--- src/hdl/slo_pkg.sv ---
`timescale 1ns / 1ps
package slo_pkg;

  localparam int MAX_LINE = 4096;
  localparam int ADDR_W   = (MAX_LINE > 1) ? $clog2(MAX_LINE) : 1;
  localparam int COL_W    = $clog2(MAX_LINE + 1);
  localparam int COUNT_W  = 40;

  localparam logic [COUNT_W-1:0] COUNT_MAX = {COUNT_W{1'b1}};
  localparam logic [7:0]         NEWLINE   = 8'h0A;
  localparam logic [COL_W-1:0]   LINE_LIMIT = COL_W'(MAX_LINE);

  typedef enum logic [1:0] {
    V_SORTED   = 2'd0,
    V_UNSORTED = 2'd1,
    V_ONE_LINE = 2'd2,
    V_TOO_LONG = 2'd3
  } verdict_t;

  typedef enum logic [2:0] {
    PH_BLANK,
    PH_FIRST,
    PH_COMPARE,
    PH_REST,
    PH_DONE
  } phase_t;

  // one line-store access per cycle: a write at the current column and the
  // read of the column the next byte will use
  typedef struct packed {
    logic              we;
    logic [ADDR_W-1:0] waddr;
    logic [7:0]        wdata;
    logic [ADDR_W-1:0] raddr;
  } store_req_t;

  typedef struct packed {
    verdict_t           verdict;
    logic [COUNT_W-1:0] failing_line_number;
    logic [COUNT_W-1:0] line_count;
  } result_t;

endpackage

--- src/hdl/slo_core.sv ---
`timescale 1ns / 1ps
module slo_core (
  input  logic                clk,
  input  logic                rst,
  input  logic                take,
  input  logic [7:0]          data_byte,
  input  logic                last_byte,
  input  logic [7:0]          rd_data,
  output slo_pkg::store_req_t store_req,
  output logic                res_valid,
  output slo_pkg::result_t    res
);
  import slo_pkg::*;

  phase_t             phase, phase_next;
  logic [COL_W-1:0]   column, column_next;
  logic [COL_W-1:0]   previous_length, previous_length_next;
  logic [COUNT_W-1:0] newline_total, newline_total_next;

  logic               is_nl;
  logic               hit_limit;
  logic               col_in_prev;
  logic [COUNT_W-1:0] total_inc;
  logic signed [8:0]  sp, sc, fp, fc;
  logic               have_verdict;
  verdict_t           verdict;
  logic [COUNT_W-1:0] fail_no;

  function automatic logic signed [8:0] fold(input logic signed [8:0] v);
    logic signed [8:0] r;
    r = v;
    if (v >= 9'sd65 && v <= 9'sd90) begin
      r = v + 9'sd32;
    end
    return r;
  endfunction

  always_comb begin
    is_nl       = (data_byte == NEWLINE);
    hit_limit   = (column >= LINE_LIMIT);
    col_in_prev = (column < previous_length);
    total_inc   = (newline_total == COUNT_MAX) ? newline_total
                                               : newline_total + COUNT_W'(1);
    sp = {rd_data[7], rd_data};
    sc = {data_byte[7], data_byte};
    fp = fold(sp);
    fc = fold(sc);

    phase_next           = phase;
    column_next          = column;
    previous_length_next = previous_length;
    newline_total_next   = newline_total;
    have_verdict         = 1'b0;
    verdict              = V_SORTED;
    fail_no              = '0;
    store_req.we         = 1'b0;
    store_req.waddr      = column[ADDR_W-1:0];
    store_req.wdata      = data_byte;

    if (take) begin
      unique case (phase)
        PH_BLANK: begin
          if (is_nl) begin
            newline_total_next = total_inc;
          end else begin
            store_req.we = 1'b1;
            column_next  = COL_W'(1);
            phase_next   = PH_FIRST;
          end
        end
        PH_FIRST, PH_REST: begin
          if (is_nl) begin
            previous_length_next = column;
            column_next          = '0;
            newline_total_next   = total_inc;
            phase_next           = PH_COMPARE;
          end else if (hit_limit) begin
            have_verdict = 1'b1;
            verdict      = V_TOO_LONG;
          end else begin
            store_req.we = 1'b1;
            column_next  = column + COL_W'(1);
          end
        end
        PH_COMPARE: begin
          if (is_nl) begin
            if (col_in_prev) begin
              // current line ended first
              have_verdict       = 1'b1;
              verdict            = V_UNSORTED;
              fail_no            = newline_total;
              newline_total_next = total_inc;
            end else begin
              previous_length_next = column;
              column_next          = '0;
              newline_total_next   = total_inc;
            end
          end else if (hit_limit) begin
            have_verdict = 1'b1;
            verdict      = V_TOO_LONG;
          end else if (!col_in_prev) begin
            store_req.we = 1'b1;
            column_next  = column + COL_W'(1);
            phase_next   = PH_REST;
          end else begin
            store_req.we = 1'b1;
            column_next  = column + COL_W'(1);
            if (sp > sc) begin
              if (fp > fc) begin
                have_verdict = 1'b1;
                verdict      = V_UNSORTED;
                fail_no      = newline_total;
              end else if (fp < fc) begin
                phase_next = PH_REST;
              end
            end else if (sp < sc) begin
              phase_next = PH_REST;
            end
          end
        end
        PH_DONE: begin
        end
        default: begin
        end
      endcase

      if (phase != PH_DONE && !have_verdict && last_byte) begin
        have_verdict = 1'b1;
        verdict      = (phase == PH_BLANK || phase == PH_FIRST) ? V_ONE_LINE : V_SORTED;
      end

      if (have_verdict && !last_byte) begin
        phase_next = PH_DONE;
      end

      if (last_byte) begin
        phase_next           = PH_BLANK;
        column_next          = '0;
        previous_length_next = '0;
        newline_total_next   = '0;
      end
    end

    res_valid               = have_verdict;
    res.verdict             = verdict;
    res.failing_line_number = fail_no;
    res.line_count          = (phase != PH_DONE && take && is_nl) ? total_inc
                                                                  : newline_total;
    store_req.raddr         = rst ? '0 : column_next[ADDR_W-1:0];
  end

  always_ff @(posedge clk) begin
    if (rst) begin
      phase           <= PH_BLANK;
      column          <= '0;
      previous_length <= '0;
      newline_total   <= '0;
    end else begin
      phase           <= phase_next;
      column          <= column_next;
      previous_length <= previous_length_next;
      newline_total   <= newline_total_next;
    end
  end

endmodule

--- config.mk ---
export PLATFORM = sky130hd
export DESIGN_NAME = slo_core
export DESIGN_NICKNAME = d
export VERILOG_FILES = /design/src/hdl/slo_pkg.sv /design/src/hdl/slo_core.sv
export SDC_FILE = /design/constraint.sdc
export NUM_CORES = 1
export LEC_CHECK = 0
export ABC_CLOCK_PERIOD_IN_PS = 4700
export BUFFER_PORTS_ARGS = -buffer_cell sky130_fd_sc_hd__buf_2
export CORE_ASPECT_RATIO = 1.4
export CORE_MARGIN = 5
export CORE_UTILIZATION = 50
export CTS_CLUSTER_DIAMETER = 30
export DETAILED_ROUTE_END_ITERATION = 8
export PLACE_DENSITY_LB_ADDON = 0.2
export SETUP_SLACK_MARGIN = 0.15
export SYNTH_ARGS = -nofsm -noshare
export SYNTH_HDL_FRONTEND = slang
export SYNTH_SLANG_ARGS = --single-unit
--- constraint.sdc ---
create_clock -name clk -period 4.7 [get_ports clk]
set_input_delay 0.94 -clock clk [delete_from_list [all_inputs] [get_ports clk]]
set_output_delay 0.94 -clock clk [all_outputs]
set_load 0.05 [all_outputs]
==> impl_metrics.tcl <==
set metrics [dict create \
    cp_data_arrival_time_ps 4030 \
    fin_ws_ps -267 \
    grt_pass1_wl_microns 27100 \
    syn-num-nets 804 \
    ir_drop_mv 0.184 \
    drc 0 \
    wl_met3_microns 1130 \
    detailedRoute.firstPassIterationCount 5 \
    preCtsSetupSlack_ps -301 \
    setup_tns_ps -10120 \
    drt_iter0_markers 271 \
    wl_met1_microns 6460 \
    slew_headroom 0.292 \
    whs_endpoint "previous_length[0]" \
    syn2layout_area_growth_pct 33.8 \
    violations "setup timing" \
    fin_skew_ps 8.85 \
    worstSetupEndpointType "output pin" \
    place.gp.congestion 0.909 \
    n_antenna_cell 0 \
    finalMaxSlewViolations 0 \
    synth_enable_flop_cells 0 \
    yosys.cell_count.top_type "nor2_1" \
    avgViaCountPerCell 5.98 \
    required_ps 3760 \
    r2r_end "previous_length[6]" \
    ys_ff_latch 69 \
    ios 136 \
    synthTopCellsByCount "nor2_1 (71), dfxtp_1 (69), nand2_1 (67)" \
    ys_types 67 \
    yosys.area.top_type "dfxtp_1" \
    crit_path_max_fanout 7 \
    io_buffers 135 \
    vias 6098 \
    worstSkewPairLatency_ps 340 \
    switching_share 0.263 \
    ys_seq_area_frac 0.250 \
    min_from "previous_length[0]" \
    drtAntennaViolNets 0 \
    powerDensity_mw_per_mm2 198 \
    dieArea_sq_mm 0.0133 \
    clkSinkCount 69 \
    worst_slew_pin_slew_ps 1060 \
    fillCellCount 899 \
    antenna_found_initial 0 \
    p_leak_nw 3.16 \
    p_comb_frac 0.123 \
    fin_crit_ps 4970 \
    drv_cap 0 \
    power_frac_seq 0.403 \
    die_y_microns 134 \
    cts-root-buf "clkbuf_16" \
    met2_length_microns 9480 \
    die_w_microns 98.8 \
    start_util 0.511 \
    r2r_cells 9 \
    regArea_sq_mm 0.00138 \
    placeableCoreArea_sq_mm 0.0108 \
    syn_area_sq_mm 0.00552 \
    setup_violations 43 \
    grt_pass1_vias 5864 \
    grt_usage 0.243 \
    final-hold-violation-count 0 \
    synth_warnings 0 \
    whs_ps 473 \
    cts_tree "built" \
    yosys_most_used_dff "dfxtp_1" \
    rsz0062_at_grt "yes" \
    p_switching_mw 0.384 \
    critPathKind "in -> out" \
    layout-drive-gt1-share 0.305 \
    wl_per_cell_microns 17.3 \
    h-tree-depth 3 \
    grt_max_degree 52 \
    pwr-share-clk 0.474 \
    r2r-start "column[6]" \
    grt_overflow 0 \
    multi_input_area_sq_mm 0.00389 \
    syn_area_per_cell_sq_um 7.31 \
    ys_async_sr_fraction 0 \
    num_rows 45 \
    netlist.area_leader.share 0.250 \
    period_share 1.06 \
    cts_buffer_depth 2 \
    clk_pin_slew_ps 50 \
    fmax_mhz 201 \
    dp_hpwl_microns 11700 \
    syn-instance-count 755 \
    power.total_mw 1.46 \
    hold_class "reg -> reg" \
    cts_buffers 9 \
    layout.nets 924 \
    netlist_top_cells_area "dfxtp_1 (25%), ha_1 (6.6%), nor2_1 (4.8%), a21oi_1 (4.8%), and2_1 (4.8%)" \
    top_layer "met4" \
    status "finished with violations" \
    startpoint_type "input pin" \
    min_path_cells 1 \
    intPower_mw 1.08 \
    regToRegSetupSlack_ps 1590 \
    totalWireLength_microns 17600 \
]
-- per-stage QoR --
step | std cells | utilization | instance area [sq um]
finish | 1020 | 0.683 | 7380
global route | 1020 | 0.683 | 7380
global placement | 993 | 0.589 | 6370
floorplan | 755 | - | 5660
CTS | 1012 | 0.666 | 7200
detailed placement | 993 | 0.589 | 6370
-- metal layers --
layer | up-vias | global-route usage
met5 | - | 0
met4 | 0 | 0.0926
met3 | 47 | 0.0505
met2 | 247 | 0.455
met1 | 2899 | 0.264
li1 | 2905 | -
-- power by group through the flow --
stage	Sequential [mW]	Combinational, mW	Clock (mW)
after global routing	0.590	0.196	0.730
after CTS	0.590	0.167	0.701
after global placement	0.603	0.152	0
after floorplan	0.602	0.107	0
after detailed placement	0.603	0.155	0
final	0.590	0.180	0.693
-- layout make-up --
class / instances / share of cell area
clock buffers: 10 / 0.0324
clock inverters: 5 / 0.00813
inverters: 34 / 0.0173
multi-input cells: 586 / 0.526
flip-flops and latches: 69 / 0.187
well taps: 141 / 0.0239
repair buffers: 175 / 0.205
-- worst max-delay path, stage by stage --
cell	delay [ps]
buf_6	90
or4_4	540
o22ai_4	150
nor4b_2	80
or2_4	240
ha_4	260
nand4_1	90
a31oi_1	240
a21oi_2	60
or3_4	350
o21ai_2	130
and3_4	350
clkbuf_16	200
and2_4	140
buf_8	140
-- worst max path at each step --
stage	endpoint	cells past startpoint	startpoint	slack [ps]
CTS	res[81]	15	rd_data[1]	-110
floorplan	res[40]	13	rd_data[4]	160
detailed placement	res[41]	15	rd_data[4]	-300
global route	res[44]	16	data_byte[0]	-380
finish	res[43]	15	rd_data[1]	-270
global placement	res_valid	15	rd_data[4]	-250
-- what timing repair did --
action / 4_1_cts / 5_1_grt
pin swaps: 10 / 14
gates resized for setup: 143 / 12
buffers inserted: 3 / 3
hold buffers: 0 / 0
cloned: 1 / 5
endpoints found under the setup margin: 43 / 43
-- kinds of logic (layout without fill, tap and decap cells) --
family          after synthesis  in the layout  share of synthesized area
compound gates              194            194                      0.223
xor+xnor                     42             42                     0.0667
fa+ha+maj                    29             29                     0.0657
buf+inv                     100            224                     0.0900
flops                        69             69                      0.250
mux                           1              1                    0.00204
simple gates                320            320                      0.303
-- cells in the final DEF (no fill, tap or decap), types with 3 or more instances in the layout --
| cell | synthesis | final |
|---|---|---|
| buf_2 | 4 | 89 |
| nor2_1 | 71 | 70 |
| dfxtp_1 | 69 | 69 |
| nand2_1 | 67 | 66 |
| a21oi_1 | 53 | 49 |
| o21ai_0 | 48 | 46 |
| buf_8 | 0 | 42 |
| and2_4 | 1 | 41 |
| inv_1 | 34 | 34 |
| buf_4 | 23 | 33 |
| nand3_1 | 31 | 31 |
| ha_1 | 29 | 28 |
| nor3_1 | 26 | 25 |
| xnor2_1 | 24 | 24 |
| xor2_1 | 18 | 18 |
| nand4_1 | 16 | 16 |
| a22o_1 | 15 | 15 |
| a31oi_1 | 15 | 14 |
| and3_1 | 13 | 12 |
| clkbuf_16 | 0 | 12 |
| or3_1 | 12 | 10 |
| o21ai_1 | 8 | 9 |
| a311oi_1 | 8 | 8 |
| a21o_1 | 6 | 6 |
| buf_6 | 4 | 6 |
| nor2b_1 | 5 | 5 |
| o21a_1 | 5 | 5 |
| nand2b_1 | 5 | 5 |
| and4_1 | 5 | 5 |
| o31ai_1 | 5 | 5 |
| nand3b_1 | 4 | 4 |
| a22oi_1 | 5 | 4 |
| a21oi_2 | 0 | 3 |
| nor4_1 | 3 | 3 |
| o211ai_1 | 3 | 3 |
-- state kept, by name, indices dropped and copies added (netlist names) --
name,flops
newline_total,40
phase,3
previous_length,13
column,13
Power figures use the tool's default switching activity.
